File: src/hdl/tgarle_pkg.sv
`timescale 1ns / 1ps
// ----------------------------------------------------------------------------
// tgarle_pkg
// Shared types and constants for the TGA RLE pixel decoder.
// ----------------------------------------------------------------------------
package tgarle_pkg;

	localparam int MAX_PIXEL_BYTES = 4;
	localparam int PB_W            = 3;
	localparam int DIM_W           = 16;
	localparam int PIX_W           = 32;
	localparam int CNT_W           = 8;
	localparam int AREA_W          = 2 * DIM_W;
	localparam int IDX_W           = 2;
	localparam int CFG_IDX_W       = 2;
	localparam int CFG_DATA_W      = 16;
	localparam int TDATA_OUT_W     = 40;

	localparam int FIFO_DEPTH      = 4;
	localparam int FIFO_PTR_W      = 2;

	localparam logic [PB_W-1:0]  PIXEL_BYTES_RST = 3'd3;
	localparam logic [DIM_W-1:0] DIM_RST         = 16'd1;

	typedef enum logic [CFG_IDX_W-1:0] {
		CFG_PIXEL_BYTES  = 2'd0,
		CFG_IMAGE_WIDTH  = 2'd1,
		CFG_IMAGE_HEIGHT = 2'd2
	} cfg_reg_t;

	typedef struct packed {
		logic [PB_W-1:0]  pixel_bytes;
		logic [DIM_W-1:0] image_width;
		logic [DIM_W-1:0] image_height;
	} cfg_t;

	typedef struct packed {
		logic             image_done;
		logic [CNT_W-1:0] repeat_count;
		logic [PIX_W-1:0] pixel_value;
	} result_t;

	typedef struct packed {
		logic full;
		logic empty;
	} fifo_status_t;

endpackage

File: src/hdl/tgarle_fifo.sv
`timescale 1ns / 1ps
// ----------------------------------------------------------------------------
// tgarle_fifo
// Short result queue between the packet front end and the output stage.
// ----------------------------------------------------------------------------
module tgarle_fifo (
	input  logic                   clk,
	input  logic                   arst_n,
	input  logic                   push,
	input  tgarle_pkg::result_t    push_data,
	input  logic                   pop,
	output tgarle_pkg::result_t    pop_data,
	output tgarle_pkg::fifo_status_t status
);
	import tgarle_pkg::*;

	result_t                 mem [FIFO_DEPTH];
	logic [FIFO_PTR_W-1:0]   wr_ptr_q;
	logic [FIFO_PTR_W-1:0]   rd_ptr_q;
	logic [FIFO_PTR_W:0]     count_q;
	logic                    do_push;
	logic                    do_pop;

	assign status.full  = (count_q == (FIFO_PTR_W+1)'(FIFO_DEPTH));
	assign status.empty = (count_q == '0);
	assign do_push      = push && !status.full;
	assign do_pop       = pop && !status.empty;
	assign pop_data     = mem[rd_ptr_q];

	always_ff @(posedge clk) begin
		if (do_push) begin
			mem[wr_ptr_q] <= push_data;
		end
	end

	always_ff @(posedge clk or negedge arst_n) begin
		if (!arst_n) begin
			wr_ptr_q <= '0;
			rd_ptr_q <= '0;
			count_q  <= '0;
		end else begin
			if (do_push) begin
				wr_ptr_q <= wr_ptr_q + 1'b1;
			end
			if (do_pop) begin
				rd_ptr_q <= rd_ptr_q + 1'b1;
			end
			if (do_push && !do_pop) begin
				count_q <= count_q + 1'b1;
			end else if (do_pop && !do_push) begin
				count_q <= count_q - 1'b1;
			end
		end
	end

endmodule

File: src/hdl/tgarle_front.sv
`timescale 1ns / 1ps
// ----------------------------------------------------------------------------
// tgarle_front
// Parses packet headers, assembles pixels and tracks pixels left in the image.
// ----------------------------------------------------------------------------
module tgarle_front (
	input  logic                          clk,
	input  logic                          arst_n,
	input  tgarle_pkg::cfg_t              cfg,
	input  logic                          byte_valid,
	input  logic [7:0]                    byte_data,
	input  logic                          queue_full,
	output logic                          byte_ready,
	output logic                          res_push,
	output tgarle_pkg::result_t           res_data
);
	import tgarle_pkg::*;

	typedef enum logic {
		PH_HEADER,
		PH_PIXEL
	} phase_t;

	phase_t              phase_q;
	logic [CNT_W-1:0]    packet_left_q;
	logic                is_repeat_q;
	logic [IDX_W-1:0]    byte_index_q;
	logic [PIX_W-1:0]    pixel_accum_q;
	logic [AREA_W-1:0]   pixels_left_q;

	logic                accept;
	logic [PB_W-1:0]     eff_bytes;
	logic [DIM_W-1:0]    dim_w;
	logic [DIM_W-1:0]    dim_h;
	logic [AREA_W-1:0]   pl_cur;
	logic [CNT_W-1:0]    hdr_count;
	logic [IDX_W:0]      idx_next;
	logic                pix_done;
	logic [PIX_W-1:0]    accum_next;
	logic [CNT_W-1:0]    res_count;
	logic [CNT_W-1:0]    pkt_next;
	logic [AREA_W-1:0]   pl_next;

	assign byte_ready = !queue_full;
	assign accept     = byte_valid && byte_ready;

	always_comb begin
		eff_bytes = cfg.pixel_bytes;
		if (cfg.pixel_bytes == '0) begin
			eff_bytes = PB_W'(1);
		end else if (cfg.pixel_bytes > PB_W'(MAX_PIXEL_BYTES)) begin
			eff_bytes = PB_W'(MAX_PIXEL_BYTES);
		end
		dim_w  = (cfg.image_width == '0) ? DIM_W'(1) : cfg.image_width;
		dim_h  = (cfg.image_height == '0) ? DIM_W'(1) : cfg.image_height;
		pl_cur = (pixels_left_q == '0) ? (AREA_W'(dim_w) * AREA_W'(dim_h)) : pixels_left_q;

		hdr_count = {1'b0, byte_data[6:0]} + CNT_W'(1);
		if (AREA_W'(hdr_count) > pl_cur) begin
			hdr_count = pl_cur[CNT_W-1:0];
		end

		idx_next   = {1'b0, byte_index_q} + (IDX_W+1)'(1);
		pix_done   = (PB_W'(idx_next) >= eff_bytes);
		accum_next = pixel_accum_q | (PIX_W'(byte_data) << {byte_index_q, 3'b000});

		if (is_repeat_q) begin
			res_count = packet_left_q;
			pkt_next  = '0;
		end else begin
			res_count = CNT_W'(1);
			pkt_next  = (packet_left_q != '0) ? packet_left_q - CNT_W'(1) : '0;
		end
		pl_next = (AREA_W'(res_count) > pixels_left_q) ? '0
			: pixels_left_q - AREA_W'(res_count);
	end

	assign res_push                = accept && (phase_q == PH_PIXEL) && pix_done;
	assign res_data.pixel_value    = accum_next;
	assign res_data.repeat_count   = res_count;
	assign res_data.image_done     = (pl_next == '0);

	always_ff @(posedge clk or negedge arst_n) begin
		if (!arst_n) begin
			phase_q       <= PH_HEADER;
			packet_left_q <= '0;
			is_repeat_q   <= 1'b0;
			byte_index_q  <= '0;
			pixel_accum_q <= '0;
			pixels_left_q <= '0;
		end else if (accept) begin
			case (phase_q)
				PH_HEADER: begin
					pixels_left_q <= pl_cur;
					is_repeat_q   <= byte_data[7];
					packet_left_q <= hdr_count;
					byte_index_q  <= '0;
					pixel_accum_q <= '0;
					phase_q       <= PH_PIXEL;
				end
				PH_PIXEL: begin
					if (pix_done) begin
						pixels_left_q <= pl_next;
						byte_index_q  <= '0;
						pixel_accum_q <= '0;
						if (pkt_next == '0 || pl_next == '0) begin
							packet_left_q <= '0;
							phase_q       <= PH_HEADER;
						end else begin
							packet_left_q <= pkt_next;
						end
					end else begin
						byte_index_q  <= idx_next[IDX_W-1:0];
						pixel_accum_q <= accum_next;
					end
				end
				default: begin
					phase_q <= PH_HEADER;
				end
			endcase
		end
	end

endmodule

File: src/hdl/tgarle_back.sv
`timescale 1ns / 1ps
// ----------------------------------------------------------------------------
// tgarle_back
// Output stage: drains the result queue into the registered stream output.
// ----------------------------------------------------------------------------
module tgarle_back (
	input  logic                          clk,
	input  logic                          arst_n,
	input  tgarle_pkg::fifo_status_t      queue_status,
	input  tgarle_pkg::result_t           queue_data,
	output logic                          queue_pop,
	output logic                          out_valid,
	input  logic                          out_ready,
	output logic [tgarle_pkg::TDATA_OUT_W-1:0] out_data,
	output logic                          out_last
);
	import tgarle_pkg::*;

	logic    valid_q;
	result_t res_q;
	logic    load;

	assign load      = !queue_status.empty && (!valid_q || out_ready);
	assign queue_pop = load;
	assign out_valid = valid_q;
	assign out_data  = {res_q.repeat_count, res_q.pixel_value};
	assign out_last  = res_q.image_done;

	always_ff @(posedge clk or negedge arst_n) begin
		if (!arst_n) begin
			valid_q <= 1'b0;
		end else if (load) begin
			valid_q <= 1'b1;
		end else if (out_ready) begin
			valid_q <= 1'b0;
		end
	end

	always_ff @(posedge clk) begin
		if (load) begin
			res_q <= queue_data;
		end
	end

endmodule

File: src/hdl/tga_rle_pixel_decoder_top.sv
`timescale 1ns / 1ps
// ----------------------------------------------------------------------------
// tga_rle_pixel_decoder_top
// Run-length encoded TGA pixel stream decoder.
// ----------------------------------------------------------------------------
// Takes one compressed byte per cycle whenever the 4-entry result queue has
// room; header and pixel bytes alike are consumed by the front end. A completed
// pixel enters the queue on the cycle its last byte is accepted and passes from
// the queue into the output register, so results leave at up to one per cycle
// while m_axis_tready is high. tlast marks the result that completes the image;
// the next accepted byte is then the first header of a new image. Image size
// is sampled at each image start; pixel size applies immediately.
// ----------------------------------------------------------------------------
module tga_rle_pixel_decoder_top (
	input  logic                                clk,
	input  logic                                arst_n,
	input  logic                                cfg_wr_en,
	input  logic [tgarle_pkg::CFG_IDX_W-1:0]    cfg_index,
	input  logic [tgarle_pkg::CFG_DATA_W-1:0]   cfg_data,
	input  logic                                s_axis_tvalid,
	output logic                                s_axis_tready,
	input  logic [7:0]                          s_axis_tdata,  // [7:0] data_byte
	output logic                                m_axis_tvalid,
	input  logic                                m_axis_tready,
	// [31:0] pixel_value, [39:32] repeat_count
	output logic [tgarle_pkg::TDATA_OUT_W-1:0]  m_axis_tdata,
	output logic                                m_axis_tlast   // image_done
);
	import tgarle_pkg::*;

	cfg_t         cfg_q;
	logic         res_push;
	result_t      res_data;
	logic         queue_pop;
	result_t      queue_data;
	fifo_status_t queue_status;

	always_ff @(posedge clk or negedge arst_n) begin
		if (!arst_n) begin
			cfg_q.pixel_bytes  <= PIXEL_BYTES_RST;
			cfg_q.image_width  <= DIM_RST;
			cfg_q.image_height <= DIM_RST;
		end else if (cfg_wr_en) begin
			case (cfg_index)
				CFG_PIXEL_BYTES:  cfg_q.pixel_bytes  <= cfg_data[PB_W-1:0];
				CFG_IMAGE_WIDTH:  cfg_q.image_width  <= cfg_data[DIM_W-1:0];
				CFG_IMAGE_HEIGHT: cfg_q.image_height <= cfg_data[DIM_W-1:0];
				default: begin
				end
			endcase
		end
	end

	tgarle_front u_front (
		.clk        (clk),
		.arst_n     (arst_n),
		.cfg        (cfg_q),
		.byte_valid (s_axis_tvalid),
		.byte_data  (s_axis_tdata),
		.queue_full (queue_status.full),
		.byte_ready (s_axis_tready),
		.res_push   (res_push),
		.res_data   (res_data)
	);

	tgarle_fifo u_fifo (
		.clk       (clk),
		.arst_n    (arst_n),
		.push      (res_push),
		.push_data (res_data),
		.pop       (queue_pop),
		.pop_data  (queue_data),
		.status    (queue_status)
	);

	tgarle_back u_back (
		.clk          (clk),
		.arst_n       (arst_n),
		.queue_status (queue_status),
		.queue_data   (queue_data),
		.queue_pop    (queue_pop),
		.out_valid    (m_axis_tvalid),
		.out_ready    (m_axis_tready),
		.out_data     (m_axis_tdata),
		.out_last     (m_axis_tlast)
	);

endmodule
File: config.mk
export PLATFORM = sky130hd
export DESIGN_NAME = tga_rle_pixel_decoder_top
export DESIGN_NICKNAME = d
export VERILOG_FILES = /design/src/hdl/tgarle_pkg.sv /design/src/hdl/tgarle_fifo.sv /design/src/hdl/tgarle_front.sv /design/src/hdl/tgarle_back.sv /design/src/hdl/tga_rle_pixel_decoder_top.sv
export SDC_FILE = /design/constraint.sdc
export NUM_CORES = 1
export LEC_CHECK = 0
export BUFFER_PORTS_ARGS = -buffer_cell sky130_fd_sc_hd__buf_2
export CELL_PAD_IN_SITES_DETAIL_PLACEMENT = 2
export CELL_PAD_IN_SITES_GLOBAL_PLACEMENT = 2
export CORE_UTILIZATION = 35
export CTS_BUF_LIST = sky130_fd_sc_hd__clkbuf_4
export CTS_CLUSTER_DIAMETER = 40
export DETAILED_ROUTE_END_ITERATION = 6
export PLACE_DENSITY_LB_ADDON = 0.1
export SYNTH_ARGS = -nofsm -noshare
export SYNTH_HDL_FRONTEND = slang
export SYNTH_SLANG_ARGS = --single-unit
File: constraint.sdc
create_clock -name clk -period 13.1 [get_ports clk]
set_input_delay 1.31 -clock clk [delete_from_list [all_inputs] [get_ports clk]]
set_output_delay 1.31 -clock clk [all_outputs]
set_load 0.01 [all_outputs]
==> impl.org, run 1 <==
** Detailed routing
- Dividing the detail-routed wire length by the instance count gives 23.71 um.
- Final routed wirelength across all metal layers :: 76020 um
- Number of DRC violations after detailed routing :: 0
- The final route contains 17240 vias.
- For this run, the detailed router's first-pass iteration total came to 4.
- Count of nets left with antenna violations after detail routing :: 0
- After the first detailed-routing iteration, the DRC count stood at ~660.
- After detailed routing, the number of vias per cell comes to around 5.4.

** CTS
- Clock Sinks :: approximately 320
- Clock slew at the register clock pins of the worst setup and hold paths :: roughly 0.07 ns
- Buffers inserted to repair hold after CTS numbered 0.
- TritonCTS built the clock tree.
- Clock tree synthesis inserted a total of 89 buffers.
- PostCTS Resize Cnt :: 0
- The tree is rooted in a sky130_fd_sc_hd__clkbuf_4.
- The later pin in the worst-skew pair is clocked with a latency of ~0.85 ns.
- In this run the deepest clock path goes through 3 buffers.
- Post-CTS timing repair inserted 0 buffers for setup.
- The clock tree synthesis step divided the H-tree into 3 levels.

** Timing
- Final cycle utilization of the critical path :: 0.6132
- The number of hold violations in the final report is 0.
- The final-report max-slew violation count is 0.
- F_max :: between 100 and 150 MHz
- Setup total negative slack on the finished layout was measured at 0 ns.
- Post-route clock skew :: roughly 0.054 ns
- At the pin with the least slew margin, the transition time is approximately 1.3 ns.
- Counting I/O delays and the setup requirement, the final critical path takes between 8 and 9 ns.
- Setup repair after global routing left no endpoint under its margin.
- Headroom to the max-slew limit came out at 0.1513.
- Setup violations remaining at the end of the flow were counted as 0.

** Status
- The run finished with clean final reports.

** Place
- Number of port buffers :: 73
- Post-DP HPWL :: 56970 um
- Placer's final routability congestion estimate :: around 0.83

** Layout
- From synthesis to final layout, the design area changed by 10.10%.
- Leaving out fill and tap cells, the most frequent cell in the layout is sky130_fd_sc_hd__inv_1.
- The top cell types in the final layout, fill and taps aside, are sky130_fd_sc_hd__inv_1 (259), sky130_fd_sc_hd__nand2_1 (235), sky130_fd_sc_hd__edfxtp_1 (205), sky130_fd_sc_hd__fa_1 (196), sky130_fd_sc_hd__clkbuf_4 (134).
- Of the cells placed in the final design, the portion with a size suffix greater than 1 is 0.1505.
- Footprint of the multi-input gates :: approximately 0.013 mm^2
- FF+latch area :: 0.009141 mm^2
- The layout has between 7000 and 8000 filler cells.
- Net count reported at finish :: ~2600

** Floorplan
- Boundary Pins :: 74
- Horizontal die dimension :: around 260 um
- Standard-cell row count :: 95
- Core ar. :: approximately 0.067 mm^2
- The die is roughly 260 um tall.
- Starting Density :: 0.3534
- The die covers around 0.07 mm^2.

** Setup path
- Of all nets on the critical path, the largest fanout is 18.
- Critical Path RT :: between 10 and 15 ns
- By startpoint and endpoint, the worst setup path is classified as reg2reg.
- Startpoint class of the critical path :: flip-flop
- The worst setup path is captured at a flip-flop.
- Data arrives at the worst endpoint at a little under 9 ns.

** Global route
- The initial antenna violation count was 4.
- Overall global routing resource usage :: 0.2292
- Global routing finished with a remaining overflow of 0.
- Largest net degree at the start of global routing :: between 60 and 70
- The via count of the first global-routing pass was roughly 20000.
- First-pass GRT wire length :: between 100000 and 150000 um

** Min path
- Hold Crit Class :: in2async

** Synth
- Average cell area after synthesis :: ~11 um^2
- Post-synth EDFFs :: about 210
- Post-synthesis register bit count :: around 320
- In the synthesized netlist the dominant register cell turns out to be sky130_fd_sc_hd__edfxtp_1.
- When the netlist entered floorplanning its net count stood at between 2000 and 3000.
- Syn Std Cell Area :: ~0.024 mm^2
- The Yosys step of the flow raised 0 warnings.
- The number of different library cells used by synthesis comes to 88.
- In the synthesized netlist the async set-or-reset flop fraction comes to 0.3673.
- Sequential cell area fraction in the yosys report :: 0.3858
- Synthesis produced a netlist whose cell count is roughly 2200.

** Run
- The tool flagged a number of max-cap violations equal to 0.
[layout make-up]
type,count,area share
multi-input cells,1489,0.5036
flip-flops and latches,324,0.3505
well taps,873,0.04188
clock buffers,134,0.03857
inverters,260,0.03742
repair buffers,95,0.02058
clock inverters,30,0.007292
diodes,2,0.0001919
[worst paths after layout]
kind / start / end / slack, ns / cells after the start
max: cfg_q[29] / u_front.packet_left_q[4] / 5.07 / 23
min: arst_n / u_fifo.wr_ptr_q[0] / 0.45 / 1
max reg2reg: cfg_q[29] / u_front.packet_left_q[4] / 5.07 / 23
min reg2reg: u_front.pixel_accum_q[12] / u_front.pixel_accum_q[12] / 0.50 / 2
max in group asynchronous: arst_n / u_fifo.rd_ptr_q[1] / 11.21 / 2
min in group clk: u_front.pixel_accum_q[12] / u_front.pixel_accum_q[12] / 0.50 / 2
[through the flow]
| stage | setup WS (ns) | utilization | hold slack, ns | cell area (um^2) | std cells |
|---|---|---|---|---|---|
| 2_1_floorplan | 6.169 | - | 0.4639 | 23690 | 2191 |
| 4_1_cts | 5.002 | 0.3890 | 0.4148 | 26080 | 3205 |
| 6_report | 5.067 | 0.3891 | 0.4521 | 26080 | 3207 |
| 3_3_place_gp | 5.342 | 0.3711 | 0.4771 | 24880 | 3041 |
| 3_5_place_dp | 5.075 | 0.3711 | 0.4898 | 24880 | 3041 |
| 5_1_grt | 4.517 | 0.3891 | 0.4439 | 26080 | 3207 |
[logic make-up after synthesis]
kind of cell,synth area share
and+or+nand+nor,0.1402
buffers and inverters,0.06127
AOI/OAI and AO/OA,0.1046
adders and majority gates,0.2354
DFF,0.3858
muxes,0.05984
xor gates and xnor gates,0.01294
[worst max-delay path: stages (launching register included)]
cell and delay [ns]:
sky130_fd_sc_hd__dfrtp_1 0.63, sky130_fd_sc_hd__nor4_1 0.38, sky130_fd_sc_hd__a41o_1 0.67, sky130_fd_sc_hd__nand2_1 0.16, sky130_fd_sc_hd__fa_1 0.49, sky130_fd_sc_hd__fa_1 0.49
sky130_fd_sc_hd__inv_1 0.05, sky130_fd_sc_hd__fa_1 0.45, sky130_fd_sc_hd__fa_1 0.40, sky130_fd_sc_hd__fa_1 0.52, sky130_fd_sc_hd__inv_1 0.06, sky130_fd_sc_hd__fa_1 0.47
sky130_fd_sc_hd__inv_1 0.05, sky130_fd_sc_hd__ha_1 0.41, sky130_fd_sc_hd__a21oi_1 0.25, sky130_fd_sc_hd__o21a_1 0.18, sky130_fd_sc_hd__nand2b_1 0.11, sky130_fd_sc_hd__a2111oi_2 0.48
sky130_fd_sc_hd__nor3_1 0.16, sky130_fd_sc_hd__a21o_1 0.21, sky130_fd_sc_hd__a2111oi_0 0.43, sky130_fd_sc_hd__and4bb_4 0.45, sky130_fd_sc_hd__mux2i_1 0.11, sky130_fd_sc_hd__a221o_1 0.27
[layer usage]
metal	share of wire	vias to the layer above	GRT usage
met4	0.023	4	0.06904
met2	0.52	294	0.4144
li1	-	7769	-
met3	0.032	106	0.03318
met1	0.42	9063	0.2804
met5	0.00038	-	0
[flip-flops by register name, summed over array words and instances (netlist names)]
register               count
cfg_q                     35
u_back.out_data           40
u_back.out_last            1
u_back.out_valid           1
u_fifo.count_q             3
u_fifo.mem               164
u_fifo.rd_ptr_q            2
u_fifo.wr_ptr_q            2
u_front.byte_index_q       2
u_front.is_repeat_q        1
u_front.packet_left_q      8
u_front.phase_q            1
u_front.pixel_accum_q     32
u_front.pixels_left_q     32
[cells in the mapped netlist (21+ instances only)]
master / number / share of area
sky130_fd_sc_hd__a21o_1: 53 / 0.017
sky130_fd_sc_hd__xnor2_1: 21 / 0.0078
sky130_fd_sc_hd__o21ai_0: 67 / 0.014
sky130_fd_sc_hd__a21oi_1: 105 / 0.022
sky130_fd_sc_hd__nor3_1: 35 / 0.0074
sky130_fd_sc_hd__fa_1: 196 / 0.17
sky130_fd_sc_hd__dfrtp_1: 115 / 0.12
sky130_fd_sc_hd__ha_1: 132 / 0.070
sky130_fd_sc_hd__nor4_1: 28 / 0.0074
sky130_fd_sc_hd__nand4_1: 21 / 0.0055
sky130_fd_sc_hd__mux4_2: 41 / 0.039
sky130_fd_sc_hd__inv_1: 259 / 0.041
sky130_fd_sc_hd__and2_1: 123 / 0.032
sky130_fd_sc_hd__mux2_2: 34 / 0.016
sky130_fd_sc_hd__nand2_1: 235 / 0.037
sky130_fd_sc_hd__edfxtp_1: 205 / 0.26
sky130_fd_sc_hd__clkbuf_1: 91 / 0.014
sky130_fd_sc_hd__nand3_1: 27 / 0.0057
sky130_fd_sc_hd__nor2_1: 117 / 0.019
Power of run 1 is not shown: default switching activity piles up to over one toggle a cycle in this logic, so the estimate is an artifact.
==> run 2: changes to the inputs <==
clock period = 7.3 ns   (was 13.1 ns; I/O delays follow)
==> impl.org, run 2 (same netlist as run 1, synthesis figures left out) <==
** Setup path
- The count of buffer and inverter cells on the critical path was 7 (+4).
- The largest driver fanout on the critical path is 6 (-12).
- Critical Path RT :: 8.01 ns (-5.77 ns)
- CP endpoint kind :: flip-flop
- Worst Path Class, Setup :: reg2reg
- Largest stage delay, worst path :: 0.58 ns (-0.09 ns)
- Delay-heaviest family, CP :: adder cells
- Counting stages on the worst path, the most repeated cell is sky130_fd_sc_hd__fa_1.
- On the critical path, the stage with the largest delay is an instance of sky130_fd_sc_hd__fa_2.
- Worst Path Arrival :: 7.78 ns (-0.94 ns)
- Startpoint class of the critical path :: flip-flop

** CTS
- Clk Tree Root Cell :: sky130_fd_sc_hd__clkbuf_4
- The H-tree level count was 3 (unchanged).
- TritonCTS built the clock tree.
- Number of buffers on the longest clock path :: 3 (unchanged)
- The clock-pin slew on the worst setup and hold paths was 0.07 ns (about the same).
- The clock latency on the worst-skew pair was 0.87 ns (+0.02 ns).
- TritonCTS Buffers :: 91 (+2.2%)
- Clock Sinks :: 324 (unchanged)

** Layout
- Relative to the synthesized area, the layout overhead comes to 15.04%.
- Commonest non-fill, non-tap cell in the layout :: sky130_fd_sc_hd__inv_1
- Ranked by flip-flop count, first place goes to u_fifo.mem.
- Highest-count cells in the layout ignoring fill and taps :: sky130_fd_sc_hd__inv_1 (258), sky130_fd_sc_hd__nand2_1 (233), sky130_fd_sc_hd__edfxtp_1 (205), sky130_fd_sc_hd__fa_1 (192), sky130_fd_sc_hd__clkbuf_4 (126)
- The final core utilization came to 0.4065 (+0.01743).
- The net count reported at finish was 2719 (+3.9%).
- Flip-flop count of the largest register, all copies and words added :: 164 (unchanged)
- The layout cell share with drive strength beyond 1 is 0.2135 (+0.06295).
- The total of fill cells in the finished design is 7071 (-0.44%).
- The final non-filler cell total was 3314 (+3.3%).

** Timing
- Max-slew violations :: 0 (unchanged)
- Final cycle utilization of the critical path :: 0.9672 (+0.3540)
- The number of hold violations in the final report came to 0 (unchanged).
- The fmax came to 141.6 MHz (+14%).
- Post-route minimum period :: 7.060 ns (-0.9723 ns)
- Slew HR :: 0.2422 (+0.09088)
- Final number of setup-violating endpoints :: 0 (unchanged)
- The setup clock skew after layout came to 0.05384 ns (-0.00005640 ns).
- Measured slew at the worst slew-check pin :: 1.128 ns (-0.1353 ns)

** Global route
- Overflow after GRT :: 0 (unchanged)
- The wire length of the first global-routing pass came to 122300 um (+2.9%).
- Antenna violations before repair :: 5 (+1)
- Overall global routing resource usage :: 0.2375 (+0.008346)
- Vias in the first global route :: 20320 (+2.0%)
- The maximum number of pins on one net before global-route repair was 71 (+6.0%).

** Detailed routing
- The via total after detailed routing came to 17710 (+2.8%).
- 1st-pass router iterations :: 5 (+1)
- The routed wirelength normalized by instance count is 23.84 um (+0.57%).
- The post-detailed-route count of antenna-violating nets was 0 (unchanged).
- The number of DRC violations after detailed routing is 0 (unchanged).
- The DRC marker count from the first detailed-route iteration is 863 (+31%).
- The total wire length came to 79010 um (+3.9%).
- Post-DR vias/cell :: 5.344 (-0.56%)

** Place
- The routability congestion estimate was 0.8274 (-0.33%).
- Post-DP HPWL :: 59030 um (+3.6%)
- The number of buffers inserted by port buffering came to 73 (unchanged).
- The number of placed instances with taps included came to 3123 (+2.7%).

** Run
- The max-capacitance violation count was 0 (unchanged).

** Status
- The run finished with clean final reports.

** Floorplan
- The placeable core region is 0.06704 mm^2 (unchanged).
- The number of ports placed on the die boundary came to 74 (unchanged).
- The overall die area was 0.06873 mm^2 (unchanged).
- The initial standard-cell utilization of the core came to 0.3534 (unchanged).
- The die outline width was 262.2 um (unchanged).
- The number of rows created at floorplan came to 95 (unchanged).
- Die boundary height :: 262.2 um (unchanged)

** Min path
- Hold Crit Class :: in2reg
## run 2: repair_timing
item	in CTS	in global routing
hold buffers	1	0
cloned	0	0
endpoints found under the hold margin	49	0
setup endpoints to repair	8	8
buffers inserted	2	14
resized for setup	14	82
pin swaps	6	35
## run 2: metrics by stage
step | setup WS, ns | setup TNS (ns) | cell area, um^2 | hold WS, ns
global placement | -0.2235 | -1.342 | 25500 | 0.4783
detailed placement | -0.3531 | -2.377 | 25500 | 0.4908
finish | 0.2397 | 0 | 27250 | 0.08208
floorplan | 0.3687 | 0 | 23690 | 0.4344
CTS | 0.003271 | 0 | 26770 | 0.008111
global route | -0.06764 | -0.1882 | 27250 | 0.03481
## run 2: area by class of cell
| class | count | area, um^2 | area share |
|---|---|---|---|
| Multi-Input combinational cell | 1489 | 13510 | 0.4959 |
| Sequential cell | 324 | 9154 | 0.3359 |
| Timing Repair Buffer | 194 | 1318 | 0.04835 |
| Tap cell | 873 | 1092 | 0.04008 |
| Inverter | 260 | 975.9 | 0.03581 |
| Clock buffer | 126 | 945.9 | 0.03471 |
| Clock inverter | 43 | 240.2 | 0.008815 |
| Antenna cell | 5 | 12.51 | 0.0004591 |
## run 2: worst paths after layout
| check | startpoint | to | slack [ns] | cells past startpoint |
|---|---|---|---|---|
| max in group asynchronous | arst_n | cfg_q[7] | 5.37 | 3 |
| max | cfg_q[31] | u_front.packet_left_q[1] | 0.24 | 27 |
| min | m_axis_tready | u_back.out_valid | 0.08 | 2 |
| min in group asynchronous | arst_n | u_back.out_valid | 0.43 | 2 |
| min reg2reg | u_front.pixel_accum_q[17] | u_front.pixel_accum_q[17] | 0.50 | 2 |
| max reg2reg | cfg_q[31] | u_front.packet_left_q[1] | 0.24 | 27 |
## run 2: worst register-to-register path, stage by stage (launching register included)
cell                       delay [ns]
sky130_fd_sc_hd__dfrtp_1         0.41
sky130_fd_sc_hd__nor4_4          0.32
sky130_fd_sc_hd__a41o_2          0.30
sky130_fd_sc_hd__buf_6           0.13
sky130_fd_sc_hd__nand2_1         0.07
sky130_fd_sc_hd__fa_2            0.58
sky130_fd_sc_hd__fa_1            0.41
sky130_fd_sc_hd__inv_1           0.08
sky130_fd_sc_hd__fa_1            0.43
sky130_fd_sc_hd__fa_2            0.36
sky130_fd_sc_hd__fa_1            0.51
sky130_fd_sc_hd__inv_1           0.05
sky130_fd_sc_hd__fa_1            0.48
sky130_fd_sc_hd__inv_1           0.07
sky130_fd_sc_hd__ha_4            0.27
sky130_fd_sc_hd__nand4_1         0.18
sky130_fd_sc_hd__buf_4           0.14
sky130_fd_sc_hd__nor2_1          0.05
sky130_fd_sc_hd__a22oi_2         0.40
sky130_fd_sc_hd__buf_4           0.18
sky130_fd_sc_hd__nand3_1         0.08
sky130_fd_sc_hd__mux2i_2         0.24
sky130_fd_sc_hd__o41a_1          0.16
sky130_fd_sc_hd__nand4_1         0.09
sky130_fd_sc_hd__and4bb_4        0.44
sky130_fd_sc_hd__buf_12          0.14
sky130_fd_sc_hd__mux2i_1         0.21
sky130_fd_sc_hd__o311ai_1        0.13
## run 2: layer usage
| metal | GRT usage | vias up | routed length, um |
|---|---|---|---|
| met3 | 0.03868 | 97 | 3003 |
| met2 | 0.4267 | 337 | 40990 |
| met1 | 0.2898 | 9295 | 33240 |
| met5 | 0 | - | 0 |
| li1 | - | 7982 | - |
| met4 | 0.07258 | 0 | 1776 |
Power of run 2 is left out for the same reason.
